==> src/rtl/ckb_pkg.sv <==
// ----------------------------------------------------------------------------
// ckb_pkg
// Types and constants shared by the color-keyed sprite blitter files.
// ----------------------------------------------------------------------------
package ckb_pkg;

  localparam int PIXEL_W  = 8;
  localparam int ORIGIN_W = 11;
  localparam int SIZE_W   = 7;
  localparam int ADDR_W   = 17;
  // Screen positions are kept signed and wide enough for any origin plus
  // offset and for screen limits up to 4096.
  localparam int POS_W    = 14;

  localparam logic [PIXEL_W-1:0] TRANSPARENT = '0;

  typedef struct packed {
    logic [PIXEL_W-1:0]         pixel;
    logic                       start_req;
    logic signed [ORIGIN_W-1:0] origin_x;
    logic signed [ORIGIN_W-1:0] origin_y;
    logic [SIZE_W-1:0]          sprite_size;
  } pix_t;

  typedef struct packed {
    logic signed [POS_W-1:0] sx;
    logic signed [POS_W-1:0] sy;
  } pos_t;

endpackage

==> src/rtl/ckb_ifs.sv <==
// ----------------------------------------------------------------------------
// ckb_ifs
// Valid/ready channels for sprite pixels in and frame-buffer writes out.
// ----------------------------------------------------------------------------
interface ckb_pix_if;
  logic                                valid;
  logic                                ready;
  logic [ckb_pkg::PIXEL_W-1:0]         pixel;
  logic                                start_req;
  logic signed [ckb_pkg::ORIGIN_W-1:0] origin_x;
  logic signed [ckb_pkg::ORIGIN_W-1:0] origin_y;
  logic [ckb_pkg::SIZE_W-1:0]          sprite_size;

  modport source (output valid, pixel, start_req, origin_x, origin_y, sprite_size,
                  input ready);
  modport sink   (input valid, pixel, start_req, origin_x, origin_y, sprite_size,
                  output ready);
  modport mon    (input valid, ready, pixel, start_req, origin_x, origin_y,
                  sprite_size);
endinterface

interface ckb_wr_if;
  logic                        valid;
  logic                        ready;
  logic [ckb_pkg::ADDR_W-1:0]  write_address;
  logic [ckb_pkg::PIXEL_W-1:0] write_data;

  modport source (output valid, write_address, write_data, input ready);
  modport sink   (input valid, write_address, write_data, output ready);
  modport mon    (input valid, ready, write_address, write_data);
endinterface

==> src/rtl/ckb_tracker.sv <==
// ----------------------------------------------------------------------------
// ckb_tracker
// Holds the latched placement and the column and row counters, and gives the
// screen position of the pixel now being processed.
// ----------------------------------------------------------------------------
module ckb_tracker #(
  parameter int MAX_SPRITE = 64
) (
  input  logic          clk,
  input  logic          rst_n,
  input  logic          step,
  input  ckb_pkg::pix_t pix,
  output ckb_pkg::pos_t pos
);

  localparam int CW = (MAX_SPRITE > 1) ? $clog2(MAX_SPRITE) : 1;
  localparam int SW = $clog2(MAX_SPRITE + 1);

  logic [CW-1:0]                       col_r, col_nxt, row_r, row_nxt;
  logic signed [ckb_pkg::ORIGIN_W-1:0] ox_r, ox_nxt, oy_r, oy_nxt;
  logic [SW-1:0]                       size_r, size_nxt;
  logic [CW-1:0]                       col_eff, row_eff;
  logic [8:0]                          req_size;
  logic [SW-1:0]                       clamp_size;
  logic [SW:0]                         col_inc, row_inc;

  always_comb begin
    req_size = {2'b00, pix.sprite_size};
    if (req_size == 9'd0) begin
      clamp_size = SW'(1);
    end else if (req_size > 9'(MAX_SPRITE)) begin
      clamp_size = SW'(MAX_SPRITE);
    end else begin
      clamp_size = req_size[SW-1:0];
    end

    if (pix.start_req) begin
      ox_nxt   = pix.origin_x;
      oy_nxt   = pix.origin_y;
      size_nxt = clamp_size;
      col_eff  = '0;
      row_eff  = '0;
    end else begin
      ox_nxt   = ox_r;
      oy_nxt   = oy_r;
      size_nxt = size_r;
      col_eff  = col_r;
      row_eff  = row_r;
    end

    pos.sx = ckb_pkg::POS_W'(ox_nxt) + $signed({{(ckb_pkg::POS_W-CW){1'b0}}, col_eff});
    pos.sy = ckb_pkg::POS_W'(oy_nxt) + $signed({{(ckb_pkg::POS_W-CW){1'b0}}, row_eff});

    col_inc = (SW+1)'(col_eff) + (SW+1)'(1);
    row_inc = (SW+1)'(row_eff) + (SW+1)'(1);
    col_nxt = col_inc[CW-1:0];
    row_nxt = row_eff;
    if (col_inc >= {1'b0, size_nxt}) begin
      col_nxt = '0;
      row_nxt = row_inc[CW-1:0];
      if (row_inc >= {1'b0, size_nxt}) begin
        row_nxt = '0;
      end
    end
  end

  always_ff @(posedge clk) begin
    if (!rst_n) begin
      col_r  <= '0;
      row_r  <= '0;
      ox_r   <= '0;
      oy_r   <= '0;
      size_r <= SW'(1);
    end else if (step) begin
      col_r  <= col_nxt;
      row_r  <= row_nxt;
      ox_r   <= ox_nxt;
      oy_r   <= oy_nxt;
      size_r <= size_nxt;
    end
  end

endmodule

==> src/rtl/ckb_clip.sv <==
// ----------------------------------------------------------------------------
// ckb_clip
// Color key and screen clipping test, and frame-buffer address forming.
// ----------------------------------------------------------------------------
module ckb_clip #(
  parameter int SCREEN_WIDTH  = 512,
  parameter int SCREEN_HEIGHT = 200
) (
  input  ckb_pkg::pos_t                pos,
  input  logic [ckb_pkg::PIXEL_W-1:0]  pixel,
  output logic                         hit,
  output logic [ckb_pkg::ADDR_W-1:0]   addr
);

  localparam int PW = 2 * ckb_pkg::POS_W;

  logic          in_x, in_y;
  logic [PW-1:0] prod;

  always_comb begin
    in_x = !pos.sx[ckb_pkg::POS_W-1] && (pos.sx < $signed(ckb_pkg::POS_W'(SCREEN_WIDTH)));
    in_y = !pos.sy[ckb_pkg::POS_W-1] && (pos.sy < $signed(ckb_pkg::POS_W'(SCREEN_HEIGHT)));
    hit  = (pixel != ckb_pkg::TRANSPARENT) && in_x && in_y;
    prod = PW'($unsigned(pos.sy)) * PW'(SCREEN_WIDTH) + PW'($unsigned(pos.sx));
    addr = prod[ckb_pkg::ADDR_W-1:0];
  end

endmodule

==> src/rtl/color_key_sprite_blit_clip_top.sv <==
// ----------------------------------------------------------------------------
// color_key_sprite_blit_clip_top
// Color-keyed square sprite blitter with clipping to the screen.
// ----------------------------------------------------------------------------
// Sprite pixels arrive on in_ch in row-major order, one item per pixel. The
// item with start_req set latches the origin and side length and restarts
// the column and row counters. Each pixel whose color is nonzero and whose
// screen position falls inside the screen gives one frame-buffer write item
// on out_ch with its address (row times screen width plus column) and color;
// every other pixel is dropped, but still advances the counters.
// An item is registered on acceptance; its write enters the output register
// once that register is free and is then offered on out_ch.
// One pixel is taken every cycle unless a hit pixel waits on a stalled write;
// the rate is set by the single position/clip stage.
// When out_ch stalls, the output register holds the write and the input
// register still takes one pixel; dropped pixels keep draining. in_ch.ready
// falls only while a write waits in the output register and the next pixel
// also needs it. Reset clears both registers and sets origin 0,0, size 1.
// ----------------------------------------------------------------------------
module color_key_sprite_blit_clip_top #(
  parameter int SCREEN_WIDTH  = 512,
  parameter int SCREEN_HEIGHT = 200,
  parameter int MAX_SPRITE    = 64
) (
  input  logic     clk,
  input  logic     rst_n,
  ckb_pix_if.sink  in_ch,
  ckb_wr_if.source out_ch
);

  logic                         s1_valid_r;
  ckb_pkg::pix_t                s1_data_r;
  logic                         out_valid_r;
  logic [ckb_pkg::ADDR_W-1:0]   out_addr_r;
  logic [ckb_pkg::PIXEL_W-1:0]  out_data_r;
  ckb_pkg::pos_t                pos;
  logic                         hit;
  logic [ckb_pkg::ADDR_W-1:0]   addr;
  logic                         out_free, s1_go, take;

  ckb_tracker #(.MAX_SPRITE(MAX_SPRITE)) u_tracker (
    .clk  (clk),
    .rst_n(rst_n),
    .step (s1_go),
    .pix  (s1_data_r),
    .pos  (pos)
  );

  ckb_clip #(.SCREEN_WIDTH(SCREEN_WIDTH), .SCREEN_HEIGHT(SCREEN_HEIGHT)) u_clip (
    .pos  (pos),
    .pixel(s1_data_r.pixel),
    .hit  (hit),
    .addr (addr)
  );

  assign out_free    = !out_valid_r || out_ch.ready;
  assign s1_go       = s1_valid_r && (!hit || out_free);
  assign in_ch.ready = !s1_valid_r || s1_go;
  assign take        = in_ch.valid && in_ch.ready;

  always_ff @(posedge clk) begin
    if (!rst_n) begin
      s1_valid_r <= 1'b0;
    end else if (in_ch.ready) begin
      s1_valid_r <= in_ch.valid;
    end
  end

  always_ff @(posedge clk) begin
    if (take) begin
      s1_data_r.pixel       <= in_ch.pixel;
      s1_data_r.start_req   <= in_ch.start_req;
      s1_data_r.origin_x    <= in_ch.origin_x;
      s1_data_r.origin_y    <= in_ch.origin_y;
      s1_data_r.sprite_size <= in_ch.sprite_size;
    end
  end

  always_ff @(posedge clk) begin
    if (!rst_n) begin
      out_valid_r <= 1'b0;
    end else if (out_free) begin
      out_valid_r <= s1_valid_r && hit;
    end
  end

  always_ff @(posedge clk) begin
    if (out_free && s1_valid_r && hit) begin
      out_addr_r <= addr;
      out_data_r <= s1_data_r.pixel;
    end
  end

  assign out_ch.valid         = out_valid_r;
  assign out_ch.write_address = out_addr_r;
  assign out_ch.write_data    = out_data_r;

endmodule

==> src/flat_wrapper.sv <==
// flat-port wrapper written by rule: the top's interface ports become plain ports
module color_key_sprite_blit_clip_top_flat 
#(
  parameter int SCREEN_WIDTH  = 512,
  parameter int SCREEN_HEIGHT = 200,
  parameter int MAX_SPRITE    = 64
)
  (clk, rst_n, in_ch_valid, in_ch_pixel, in_ch_start_req, in_ch_origin_x, in_ch_origin_y, in_ch_sprite_size, in_ch_ready, out_ch_valid, out_ch_write_address, out_ch_write_data, out_ch_ready);
  ckb_pix_if in_ch_i ();
  ckb_wr_if out_ch_i ();
  input  logic clk;
  input  logic rst_n;
  input wire logic [$bits(in_ch_i.valid)-1:0] in_ch_valid;
  input wire logic [$bits(in_ch_i.pixel)-1:0] in_ch_pixel;
  input wire logic [$bits(in_ch_i.start_req)-1:0] in_ch_start_req;
  input wire logic [$bits(in_ch_i.origin_x)-1:0] in_ch_origin_x;
  input wire logic [$bits(in_ch_i.origin_y)-1:0] in_ch_origin_y;
  input wire logic [$bits(in_ch_i.sprite_size)-1:0] in_ch_sprite_size;
  output wire logic [$bits(in_ch_i.ready)-1:0] in_ch_ready;
  output wire logic [$bits(out_ch_i.valid)-1:0] out_ch_valid;
  output wire logic [$bits(out_ch_i.write_address)-1:0] out_ch_write_address;
  output wire logic [$bits(out_ch_i.write_data)-1:0] out_ch_write_data;
  input wire logic [$bits(out_ch_i.ready)-1:0] out_ch_ready;
  assign in_ch_i.valid = in_ch_valid;
  assign in_ch_i.pixel = in_ch_pixel;
  assign in_ch_i.start_req = in_ch_start_req;
  assign in_ch_i.origin_x = in_ch_origin_x;
  assign in_ch_i.origin_y = in_ch_origin_y;
  assign in_ch_i.sprite_size = in_ch_sprite_size;
  assign in_ch_ready = in_ch_i.ready;
  assign out_ch_valid = out_ch_i.valid;
  assign out_ch_write_address = out_ch_i.write_address;
  assign out_ch_write_data = out_ch_i.write_data;
  assign out_ch_i.ready = out_ch_ready;
  color_key_sprite_blit_clip_top #(.SCREEN_WIDTH(SCREEN_WIDTH), .SCREEN_HEIGHT(SCREEN_HEIGHT), .MAX_SPRITE(MAX_SPRITE)) u_core (.clk(clk), .rst_n(rst_n), .in_ch(in_ch_i), .out_ch(out_ch_i));
endmodule
==> config.mk <==
export PLATFORM = sky130hd
export DESIGN_NAME = color_key_sprite_blit_clip_top_flat
export DESIGN_NICKNAME = d
export VERILOG_FILES = /design/src/rtl/ckb_pkg.sv /design/src/rtl/ckb_ifs.sv /design/src/rtl/ckb_tracker.sv /design/src/rtl/ckb_clip.sv /design/src/rtl/color_key_sprite_blit_clip_top.sv /design/src/flat_wrapper.sv
export SDC_FILE = /design/constraint.sdc
export NUM_CORES = 1
export LEC_CHECK = 0
export BUFFER_PORTS_ARGS = -buffer_cell sky130_fd_sc_hd__buf_2
export CAP_MARGIN = 20
export CELL_PAD_IN_SITES_DETAIL_PLACEMENT = 0
export CELL_PAD_IN_SITES_GLOBAL_PLACEMENT = 2
export CORE_ASPECT_RATIO = 1.4
export CORE_MARGIN = 4
export CORE_UTILIZATION = 42
export CTS_BUF_LIST = sky130_fd_sc_hd__clkbuf_4
export DETAILED_ROUTE_END_ITERATION = 10
export PLACE_DENSITY = 0.86
export SLEW_MARGIN = 20
export SYNTH_ARGS = -nofsm -noshare
export SYNTH_HDL_FRONTEND = slang
export SYNTH_SLANG_ARGS = --single-unit
==> constraint.sdc <==
create_clock -name clk -period 18 [get_ports clk]
set_clock_uncertainty 0.15 [all_clocks]
set_input_delay 3.6 -clock clk [delete_from_list [all_inputs] [get_ports clk]]
set_output_delay 3.6 -clock clk [all_outputs]
set_load 0.01 [all_outputs]
* Word level (Yosys, flattened, before mapping) *
Cells that the tools add are included.

storage, ports and cells
  bits in registers = 106
  bits of input ports = 42
  word-level logic and storage cells = 53

cells by class
  $add $sub $neg = 5
  order comparisons = 5
  multiplexer cells = 10
  reduce and logical (&&, ||, !) cells = 19

operators with widths
  kind                  count
  $mux 6                5
  $add 11x7->12         2
  $mux 11               2
  $mux 7                3
  $add 17x14->17        1
  $add 6x1->7 const B   2
  $ge 7x7->1            2
  $lt 14x11->1 const B  1
  $lt 12x9->1 const B   1
  $logic_and 1x1->1     9
  $reduce_bool 8->1     1
  $gt 7x7->1 const B    1
  $logic_not 7->1       1
  $logic_not 1->1       5
  $logic_or 1x1->1      3

* Depth between registers and ports, before layout *
Gate-level depths: netlist (run 1).

  depth after elaboration = 11
  depth in mapped cells = 23
  gate-level depth less buffers = 17

* By module *
From an unflattened synthesis (run 1), not the netlist that was laid out.

second synthesis, totals
  cell total of the unflattened synthesis = 531
  area total of the unflattened synthesis = 5719.2 um^2

modules (own cells, without submodules)
  module                          times used  cells an instance  area an instance (um^2)
  ckb_tracker                     1           408                3349.5
  color_key_sprite_blit_clip_top  1           75                 2009.4
  ckb_clip                        1           48                 360.3

* Least setup slack after synthesis (run 1) *
No wires, ideal clock.

  kind = reg-to-output
  from = register u_core.s1_data_r[29] in the netlist's numbering
  to = output in_ch_ready
  data arrival time = 4005 ps
  slack = 10245 ps
  cell stages (with the launch flop) = 17
  buffers on the path = 6
  path through = edfxtp_1 -> buf_6 -> buf_6 -> clkbuf_1 -> buf_1 -> clkbuf_1 -> mux2_2 -> ha_1 -> and4b_1 -> buf_4 -> a2111oi_4 -> o21ai_2 -> a21o_1 -> a2111oi_2 -> nand4_1 -> nor2_1 -> inv_1

RTL lines
  element                                                line                                  text
  start: declaration                                     color_key_sprite_blit_clip_top.sv:32  ckb_pkg::pix_t s1_data_r;
  $mux 11 *                                              ckb_tracker.sv:37                     if (pix.start_req) begin
  named net u_core.u_tracker.oy_nxt, one bit             ckb_tracker.sv:20                     logic signed [ckb_pkg::ORIGIN_W-1:0] ox_r, ox_nxt, oy_r, oy_nxt;
  $add 11x7->12 *                                        ckb_tracker.sv:52                     pos.sy = ckb_pkg::POS_W'(oy_nxt) + $signed({{(ckb_pkg::POS_W-CW){1'b0}}, row_eff});
  $lt 12x9->1 / $logic_not 1->1 (equally long branches)  ckb_clip.sv:22                        in_y = !pos.sy[ckb_pkg::POS_W-1] && (pos.sy < $signed(ckb_pkg::POS_W'(SCREEN_HEIGHT)));
  $logic_and 1x1->1 *                                    ckb_clip.sv:22
  $logic_and 1x1->1 *                                    ckb_clip.sv:23                        hit = (pixel != ckb_pkg::TRANSPARENT) && in_x && in_y;
  $logic_not 1->1 *                                      color_key_sprite_blit_clip_top.sv:57  assign s1_go = s1_valid_r && (!hit || out_free);
  $logic_or 1x1->1 *                                     color_key_sprite_blit_clip_top.sv:57
  $logic_and 1x1->1 *                                    color_key_sprite_blit_clip_top.sv:57
  $logic_or 1x1->1 *                                     color_key_sprite_blit_clip_top.sv:58  assign in_ch.ready = !s1_valid_r || s1_go;
  end: declaration                                       flat_wrapper.sv:19                    output wire logic [$bits(in_ch_i.ready)-1:0] in_ch_ready;

The timed path passes the listed nets; every way through them passes the cells marked *.

* Worst setup path in the final report (run 1) *
Same ends and word-level chain as after synthesis.

==> results of run 1 <==
==> sequential cells by signal (all words and copies together) (netlist names) <==
register                     cells
u_core.out_ch.write_address     17
u_core.out_ch.write_data         8
u_core.out_ch.valid              1
u_core.u_tracker.oy_r           11
u_core.u_tracker.size_r          7
u_core.u_tracker.col_r           6
u_core.u_tracker.ox_r           11
u_core.s1_data_r                38
u_core.u_tracker.row_r           6
u_core.s1_valid_r                1
==> report_power, final <==
part | leakage [nW] | internal (mW) | total (mW) | switching [mW]
clock network | 0.0862 | 0.0463 | 0.134 | 0.0877
registers | 0.949 | 0.267 | 0.272 | 0.00517
logic | 1.43 | 0.0221 | 0.0555 | 0.0334
total | 2.46 | 0.335 | 0.461 | 0.126
==> worst paths after layout <==
| check | startpoint | endpoint | slack [ns] | depth (start not counted) |
|---|---|---|---|---|
| setup / recovery | u_core.s1_data_r[29] | in_ch_ready | 9.62 | 12 |
| hold / removal | u_core.u_tracker.ox_r[0] | u_core.u_tracker.ox_r[0] | 0.32 | 2 |
| setup reg to reg | u_core.s1_data_r[29] | u_core.u_tracker.oy_r[3] | 12.92 | 12 |
| hold reg to reg | u_core.u_tracker.ox_r[0] | u_core.u_tracker.ox_r[0] | 0.32 | 2 |
==> cell usage after synthesis (all sizes together) (4+ instances only) <==
master / count
a211oi: 7
mux2: 11
buf: 17
a21o: 8
a2111oi: 4
nand4: 4
nand3: 38
nor2b: 20
a22o: 4
o211ai: 15
clkbuf: 12
xor2: 13
xnor2: 18
o31ai: 9
and3: 4
nor3: 6
nand2b: 8
nand2: 44
ha: 32
a211o: 6
edfxtp: 63
mux2i: 7
inv: 13
o21a: 8
o21ai: 37
dfxtp: 43
a21oi: 22
nor2: 27
==> layout by cell type, fill, tap and decap left out, types with 3 or more instances in the layout <==
cell type	n
mux2_2	10
inv_6	3
clkbuf_4	9
xor2_1	13
a21oi_1	22
xnor2_1	17
buf_4	4
a31oi_1	3
buf_2	68
o31ai_1	9
and3_1	4
a22o_1	4
o21ai_0	10
ha_1	32
o21ai_1	26
nand2b_1	8
a21o_1	8
o21a_1	8
and2_1	3
mux2i_1	6
dfxtp_1	43
nor3_1	5
nor2b_1	19
a211o_1	6
nor2_1	26
nand2_1	44
inv_1	13
nand4_1	4
nand3_1	38
o211ai_1	15
edfxtp_1	63
a211oi_1	6
==> kinds of logic after synthesis <==
kind of cell	synth area share (%)
mux	3.47
buf+inv	3.67
fa+ha+maj	7.73
xor+xnor	4.90
simple gates	15.0
compound gates	17.0
flops	48.3
==> area by class of cell <==
type	count	share of cell area (%)
sequential	106	43.5
multi-input combinational	388	43.4
timing repair buffer	73	6.17
tap	182	3.60
clock inverter	7	1.46
clock buffer	9	1.07
inverter	13	0.771
antenna	1	0.0395
==> critical path, delay by kind of cell, from the launching register on <==
| kind | cells | cell delay (ns) |
|---|---|---|
| buf+inv | 3 | 0.79 |
| mux | 1 | 0.42 |
| compound gates | 4 | 1.09 |
| fa+ha+maj | 1 | 0.44 |
| flops | 1 | 0.36 |
| simple gates | 3 | 1.02 |
==> layer usage <==
metal  up-vias  global-route usage (%)
li1       2103                       -
met1      1971                    19.9
met4         0                    5.25
met2        52                    30.6
met3        12                    3.64
met5         -                       0
==> through the flow <==
stage	cell area, um2	hold slack, ns
2_1_floorplan	5700	0.277
3_3_place_gp	6150	0.281
3_5_place_dp	6170	0.284
4_1_cts	6330	0.322
5_1_grt	6330	0.345
6_report	6330	0.318
==> run_results.csv, run 1 <==
group,metric,value,unit
worst_setup_path,worstSetupEndpointType,"output pin",
placement,gp_congestion,0.850,
layout,utilization,47.5,%
clocking,post_cts.repair.setup_buffers,0,
route,top_layer,"met4",
layout,final_nets,667,
timing,fin_setup_tns,0,ns
die,ios,69,
pwr,p_total,0.461,mW
outcome,status,"finished, final reports clean",
clocking,hold_buffers,0,
timing,hold_violations,0,
global_route,antenna_found_initial,1,
die,die_h,146,um
synthesis,synth.avg_cell_area,10.6,um2
pwr,irDropWorstVdd,40.7,uV
synthesis,synth_flop_cell,"edfxtp_1",
synthesis,synth_seq_area_share,48.3,%
timing,setup_viol,0,
route,routed_wl,12800,um
layout,multi_input_area,0.00275,mm2
synthesis,synthCells,536,
synthesis,syn_area,0.00570,mm2
die,rows,50,
route,final_antenna_net_count,0,
worst_setup_path,cp_slowest_stage_delay,0.57,ns
clocking,cts.htree.levels,3,
placement,hpwlAfterDp,9390,um
worst_setup_path,crit_chain,"buf_4 > mux2_2 > ha_1 > and4b_1 > a2111oi_0 > a221oi_1 > o211ai_1 > a2111oi_2 > nand4_1 > nor2_1 > inv_1 > buf_2",
clocking,clkSinkCount,106,
global_route,grt_max_degree,67,
layout,fillCellCount,1242,
clocking,tritoncts.num_buffers,9,
worst_setup_path,worstPathRequired,14.25,ns
die,start_util,42.8,%
timing,setup_ws,9.62,ns
route,vias_per_cell,5.31,
min_path,min-delay-path-class,"reg -> reg",
route,drc,0,
worst_setup_path,crit_type,"reg -> out",
route,drt_pass1_iterations,4,
route,met3_wirelength,388,um
layout,seq_area,0.00275,mm2
synthesis,async_flop_share,0,%
placement,pre_cts_slack,9.92,ns
layout,layout.cells.non_filler,779,
synthesis,synth_enable_flop_cells,63,
clocking,clk_pin_slew,0.17,ns
clocking,clk_latency,0.48,ns
global_route,overflow,0,
timing,min_period_over_period,46.6,%
route,wl_met2,6830,um
clocking,post_cts_resized,0,
route,drt_iter0_markers,158,
global_route,grt_pass1_wl,20700,um
synthesis,yosys_warnings,0,
synthesis,yosysTopAreaCell,"edfxtp_1",
global_route,grt_use_total,16.9,%
worst_setup_path,crit_arrival,4.63,ns
clocking,root_buffer,"clkbuf_4",
global_route,grt_pass1_vias,4108,
timing,drv_slew,0,
timing,fin_crit,8.38,ns
timing,tightest_slew,0.729,ns
placement,io_buffers,68,
synthesis,synth_top_area_share,33.2,%
clocking,clockBufferDepth,2,
route,wl_per_cell,16.4,um
run,drv_cap,0,
layout,drive_gt1_share,19.1,%
layout,areaGrowthSynthToFinish,11.1,%
placement,dp_cells,762,
timing,rsz0062_at_grt,"false",
die,fp.dieW,106,um
synthesis,synth.area.top_cells,"edfxtp_1, dfxtp_1, ha_1, nand3_1, nand2_1",
die,coreArea,0.0133,mm2
timing,maxSlewHeadroom,51.3,%
synthesis,synth-seq-cells,106,
route,dr_total_vias,4138,
pwr,p_leak,2.46,nW
clocking,cts_tree,"done",
worst_setup_path,cp-start-kind,"flop",
die,dieArea,0.0155,mm2
synthesis,synth_cell_types,66,
timing,fmax,119,MHz
worst_setup_path,cp_slowest_cell,"buf_4",
synthesis,synth_nets,612,
worst_setup_path,cp_max_fo,64,
pwr,powerDensity,72.9,mW/mm2
route,drt-met1-wl,5330,um
Power figures use the tool's default switching activity.
==> run 2, diff against run 1 <==
--- a/config.mk
+++ b/config.mk
@@ -11,10 +11,10 @@
 export CELL_PAD_IN_SITES_GLOBAL_PLACEMENT = 2
 export CORE_ASPECT_RATIO = 1.4
 export CORE_MARGIN = 4
-export CORE_UTILIZATION = 42
+export CORE_UTILIZATION = 39
 export CTS_BUF_LIST = sky130_fd_sc_hd__clkbuf_4
 export DETAILED_ROUTE_END_ITERATION = 10
-export PLACE_DENSITY = 0.86
+export PLACE_DENSITY = 0.81
 export SLEW_MARGIN = 20
 export SYNTH_ARGS = -nofsm -noshare
 export SYNTH_HDL_FRONTEND = slang
==> constraint.sdc (replaced) <==
create_clock -name clk -period 7.8 [get_ports clk]
set_clock_uncertainty 0.15 [all_clocks]
set_input_delay 1.56 -clock clk [delete_from_list [all_inputs] [get_ports clk]]
set_output_delay 1.56 -clock clk [all_outputs]
set_load 0.01 [all_outputs]
==> run 2 against run 1 <==
- final area about the same
- worst setup slack got worse by 8.0 ns
- utilization down 3.5 points
- critical path type unchanged
==> run_results.csv, run 2 (synthesized netlist as in run 1, its figures left out) <==
group,metric,value,unit
die,dieArea,0.0166,mm2
layout,final_nets,668,
route,drt_pass1_iterations,4,
pwr,switchingPower,0.302,mW
route,vias_per_cell,5.28,
layout,utilization,44.0,%
pwr,pwr-share-clk,27.7,%
pwr,powerDensity,165,mW/mm2
global_route,grt_pass1_vias,4152,
die,fp.dieW,110,um
layout,largest_register,"u_core.s1_data_r",
timing,drv_slew,0,
route,drt_iter0_markers,98,
worst_setup_path,crit_chain,"buf_4 > nor2b_1 > ha_1 > inv_1 > fa_1 > nor2b_1 > o2111ai_1 > a211oi_1 > xnor2_1 > a2111oi_2 > nand4_1 > nor2_1 > inv_1 > buf_2",
clocking,clkSinkCount,106,
timing,fin_crit,6.17,ns
route,drc,0,
global_route,globalRouteMet1Util,19.0,%
worst_setup_path,crit_type,"reg -> out",
die,ios,69,
clocking,cts_tree,"done",
worst_setup_path,worstPathRequired,6.09,ns
worst_setup_path,critPathBufInv,4,
layout,final_cell_mix,"buf_2, edfxtp_1, nand2_1, dfxtp_1, nand3_1",
worst_setup_path,cp_slowest_cell,"edfxtp_1",
layout,fillCellCount,1355,
global_route,grt_util_met2,30.3,%
clocking,tritoncts.num_buffers,9,
global_route,antenna_found_initial,1,
worst_setup_path,cp_max_fo,25,
placement,io_buffers,68,
worst_setup_path,critPathTopFamily,"simple AND/OR/NAND/NOR gates",
clocking,clk_pin_slew,0.17,ns
worst_setup_path,cp_slowest_stage_delay,0.58,ns
pwr,seqPwrFrac,60.1,%
outcome,status,"finished, final reports clean",
worst_setup_path,crit_arrival,4.46,ns
layout,final_cell_area,0.00633,mm2
min_path,min-delay-path-class,"reg -> reg",
pwr,p_leak,2.46,nW
die,coreArea,0.0144,mm2
worst_setup_path,worstSetupEndpointType,"output pin",
pwr,power_frac_comb,12.3,%
global_route,grt_max_degree,67,
layout,final_common_cell,"buf_2",
die,rows,52,
worst_setup_path,cp-start-kind,"flop",
route,wl_per_cell,16.9,um
die,start_util,39.6,%
layout,areaGrowthSynthToFinish,11.2,%
timing,rsz0062_at_grt,"false",
timing,hold_violations,0,
clocking,post_cts_resized,0,
timing,fmax,162,MHz
timing,maxSlewHeadroom,48.1,%
global_route,grt_pass1_wl,21000,um
placement,hpwlAfterDp,9750,um
route,final_antenna_net_count,0,
clocking,cts.htree.levels,3,
placement,gp_congestion,0.882,
route,routed_wl,13300,um
layout,largest_reg_flops,38,
route,dr_total_vias,4157,
pwr,irDropWorstVdd,88.9,uV
clocking,hold_buffers,0,
timing,min_period_over_period,79.1,%
clocking,clk_latency,0.51,ns
timing,hold_slack,0.318,ns
placement,place_area,0.00616,mm2
pwr,switching_share,28.9,%
global_route,busiest_layer,"met2",
clocking,post_cts.repair.setup_buffers,0,
pwr,p_int,0.744,mW
timing,setup_viol,0,
global_route,grt_use_total,16.7,%
timing,tightest_slew,0.778,ns
run,drv_cap,0,
global_route,grtUsageMet3,3.11,%
clocking,root_buffer,"clkbuf_4",
die,die_h,151,um
layout,drive_gt1_share,19.3,%
timing,fin_setup_tns,0,ns
global_route,overflow,0,
pwr,p_total,1.05,mW
clocking,clockBufferDepth,2,
[run 2: final timing paths]
| check | from | endpoint | slack (ns) | cells after the start |
|---|---|---|---|---|
| setup reg to reg | u_core.s1_data_r[29] | u_core.u_tracker.size_r[0] | 2.89 | 14 |
| hold reg to reg | u_core.u_tracker.ox_r[0] | u_core.u_tracker.ox_r[0] | 0.32 | 2 |
| hold / removal | u_core.u_tracker.ox_r[0] | u_core.u_tracker.ox_r[0] | 0.32 | 2 |
| setup / recovery | u_core.s1_data_r[29] | in_ch_ready | 1.63 | 14 |
[run 2: power groups by stage]
stage,Sequential [mW],Combinational [mW],Clock [mW]
after floorplan,0.637,0.0924,0
after global placement,0.640,0.127,0
after detailed placement,0.641,0.128,0
after CTS,0.628,0.129,0.301
after global routing,0.630,0.144,0.323
final,0.628,0.128,0.289
[run 2: stage by stage]
step	cells	setup WS, ns
2_1_floorplan	536	1.86
3_3_place_gp	769	2.19
3_5_place_dp	769	2.13
4_1_cts	785	1.54
5_1_grt	787	1.12
6_report	787	1.63
[run 2: metal layers]
layer | up-vias | share of wire (%) | routed length [um]
li1 | 2103 | - | -
met1 | 1964 | 41 | 5500
met2 | 69 | 53 | 7070
met3 | 21 | 3.3 | 434
met4 | 0 | 2.2 | 294
met5 | - | 0 | 0
[run 2: cell type report]
cell class	instances	area, um2	share of cell area (%)
clock buffer	9	67.6	1.07
tap	189	236	3.73
clock inverter	7	80.1	1.26
sequential	106	2750	43.5
antenna	1	2.50	0.0395
multi-input combinational	388	2750	43.4
inverter	13	48.8	0.771
timing repair buffer	74	398	6.28
[run 2: worst min-delay path: cells and delay by family, from the launching register on]
family / cells / cell delay (ns)
AO/OA/AOI/OAI: 1 / 0.05
flip-flops: 1 / 0.34
AND/OR/NAND/NOR: 1 / 0.05
==> run 3, diff against run 2 <==
--- a/config.mk
+++ b/config.mk
@@ -11,10 +11,10 @@
 export CELL_PAD_IN_SITES_GLOBAL_PLACEMENT = 2
 export CORE_ASPECT_RATIO = 1.4
 export CORE_MARGIN = 4
-export CORE_UTILIZATION = 39
+export CORE_UTILIZATION = 36
 export CTS_BUF_LIST = sky130_fd_sc_hd__clkbuf_4
 export DETAILED_ROUTE_END_ITERATION = 10
-export PLACE_DENSITY = 0.81
+export PLACE_DENSITY = 0.78
 export SLEW_MARGIN = 20
 export SYNTH_ARGS = -nofsm -noshare
 export SYNTH_HDL_FRONTEND = slang
==> constraint.sdc (replaced) <==
create_clock -name clk -period 5.23 [get_ports clk]
set_clock_uncertainty 0.15 [all_clocks]
set_input_delay 1.046 -clock clk [delete_from_list [all_inputs] [get_ports clk]]
set_output_delay 1.046 -clock clk [all_outputs]
set_load 0.01 [all_outputs]
==> run 3 against run 2 <==
- worst hold slack better by 0.0039 ns
- combinational power grew 58%
- register-to-register slack lost 1.9 ns
- final cell count increased by 1.9%
- first-iteration DRC count rose by 91%
- clock power increased by 49%
- wire length rose by 2.1%
- critical path depth shrank 1
- critical path type unchanged
- largest cell class is now multi-input gates
- highest routed layer unchanged
==> run_results.csv, run 3 (synthesized netlist as in run 1, its figures left out) <==
group,metric,value,unit
route,final_antenna_net_count,0,
clocking,clkSinkCount,106,
placement,gp_congestion,0.847,
timing,setup_viol,0,
clocking,cts.htree.levels,3,
pwr,p_total,1.57,mW
worst_setup_path,cp-start-kind,"flop",
clocking,clk_pin_slew,0.18,ns
worst_setup_path,cp_max_fo,6,
route,drt_pass1_iterations,4,
timing,rsz0062_at_grt,"false",
die,dieArea,0.0179,mm2
layout,areaGrowthSynthToFinish,13.6,%
clocking,root_buffer,"clkbuf_4",
worst_setup_path,worstPathRequired,4.03,ns
pwr,power_frac_comb,12.9,%
timing,maxSlewHeadroom,49.6,%
global_route,antenna_found_initial,1,
outcome,status,"finished, final reports clean",
timing,fin_setup_tns,0,ns
worst_setup_path,critPathTopFamily,"compound AO/OA/AOI/OAI gates",
route,vias_per_cell,5.19,
die,ios,69,
route,routed_wl,13600,um
layout,largest_reg_flops,38,
clocking,tritoncts.num_buffers,9,
pwr,pwr-share-clk,27.5,%
global_route,grt_pass1_wl,22200,um
global_route,grt_use_total,16.0,%
pwr,seqPwrFrac,59.7,%
worst_setup_path,crit_type,"reg -> out",
die,fp.dieW,114,um
die,rows,54,
worst_setup_path,cp_slowest_cell,"a2111oi_4",
global_route,overflow,0,
layout,final_common_cell,"buf_2",
layout,final_cell_mix,"buf_2, edfxtp_1, nand2_1, dfxtp_1, nand3_1",
run,drv_cap,0,
route,dr_total_vias,4162,
timing,min_period_over_period,95.3,%
placement,io_buffers,68,
worst_setup_path,crit_arrival,3.79,ns
die,die_h,157,um
clocking,clk_latency,0.51,ns
layout,largest_register,"u_core.s1_data_r",
placement,hpwlAfterDp,10200,um
layout,drive_gt1_share,22.3,%
die,start_util,36.7,%
global_route,grt_pass1_vias,4301,
pwr,p_int,1.12,mW
pwr,switching_share,28.8,%
timing,fin_crit,4.98,ns
pwr,irDropWorstVdd,111,uV
layout,utilization,41.7,%
pwr,switchingPower,0.452,mW
worst_setup_path,crit_chain,"buf_4 > buf_4 > mux2_2 > ha_1 > ha_2 > a2111oi_4 > o21ai_2 > a21o_1 > a2111oi_4 > nand4_1 > nor2_4 > inv_1 > buf_2",
worst_setup_path,critPathBufInv,4,
clocking,clockBufferDepth,2,
worst_setup_path,cp_slowest_stage_delay,0.40,ns
route,wl_per_cell,16.9,um
timing,hold_violations,0,
timing,tightest_slew,0.755,ns
layout,final_nets,676,
layout,fillCellCount,1551,
pwr,p_leak,2.50,nW
worst_setup_path,worstSetupEndpointType,"output pin",
die,coreArea,0.0155,mm2
timing,fmax,201,MHz
route,drc,0,
pwr,powerDensity,242,mW/mm2
timing,drv_slew,0,
route,drt_iter0_markers,187,
min_path,min-delay-path-class,"reg -> reg",
global_route,grt_max_degree,67,
clocking,cts_tree,"done",
==> run 3: area by class of cell <==
class                           instances  area, um2  area share [%]
Antenna cell                            1       2.50          0.0387
Tap cell                              196        245            3.79
Timing Repair Buffer                   82        458            7.08
Clock inverter                          7       77.6            1.20
Clock buffer                            9       67.6            1.04
Inverter                               13       48.8           0.754
Multi-Input combinational cell        388       2820            43.6
Sequential cell                       106       2750            42.5
==> run 3: tightest hold or removal path, delay by kind of cell, from the launching register on <==
family           cells  cell delay, ns
AO/OA/AOI/OAI        1            0.05
flip-flops           1            0.35
AND/OR/NAND/NOR      1            0.05
==> run 3: metal layers <==
| metal | global-route usage (%) | routed length, um | vias to the layer above |
|---|---|---|---|
| met4 | 6.23 | 266 | 0 |
| met5 | 0 | 0 | - |
| met2 | 29.7 | 7420 | 47 |
| li1 | - | - | 2125 |
| met3 | 2.36 | 346 | 14 |
| met1 | 18.2 | 5540 | 1976 |
==> run 3: power by group through the flow <==
stage / clock [mW] / sequential [mW] / combinational, mW
after global placement: 0 / 0.955 / 0.194
final: 0.431 / 0.936 / 0.202
after detailed placement: 0 / 0.955 / 0.197
after global routing: 0.483 / 0.939 / 0.227
after CTS: 0.457 / 0.936 / 0.202
after floorplan: 0 / 0.949 / 0.138
==> run 3: metrics by stage <==
step,area (um2),std cells,worst slack (ns),hold slack [ns]
CTS,6400,798,0.0702,0.322
global placement,6220,781,0.432,0.282
finish,6470,802,0.248,0.322
global route,6470,802,0.0188,0.341
detailed placement,6220,781,0.349,0.288
floorplan,5700,536,-0.0315,0.277
==> run 3: repair_timing <==
| item | 4_1_cts | 5_1_grt |
|---|---|---|
| endpoints found under the setup margin | 1 | 1 |
| pin swaps | 0 | 5 |
| gates resized for setup | 5 | 11 |
| setup buffers | 1 | 3 |
| hold buffers | 0 | 0 |
==> run 3: final timing paths <==
kind | startpoint | to | slack [ns] | depth (start not counted)
max | u_core.s1_data_r[29] | in_ch_ready | 0.25 | 13
min | u_core.u_tracker.ox_r[2] | u_core.u_tracker.ox_r[2] | 0.32 | 2
max reg2reg | u_core.s1_data_r[29] | u_core.out_ch.write_address[16] | 1.00 | 16
min reg2reg | u_core.u_tracker.ox_r[2] | u_core.u_tracker.ox_r[2] | 0.32 | 2
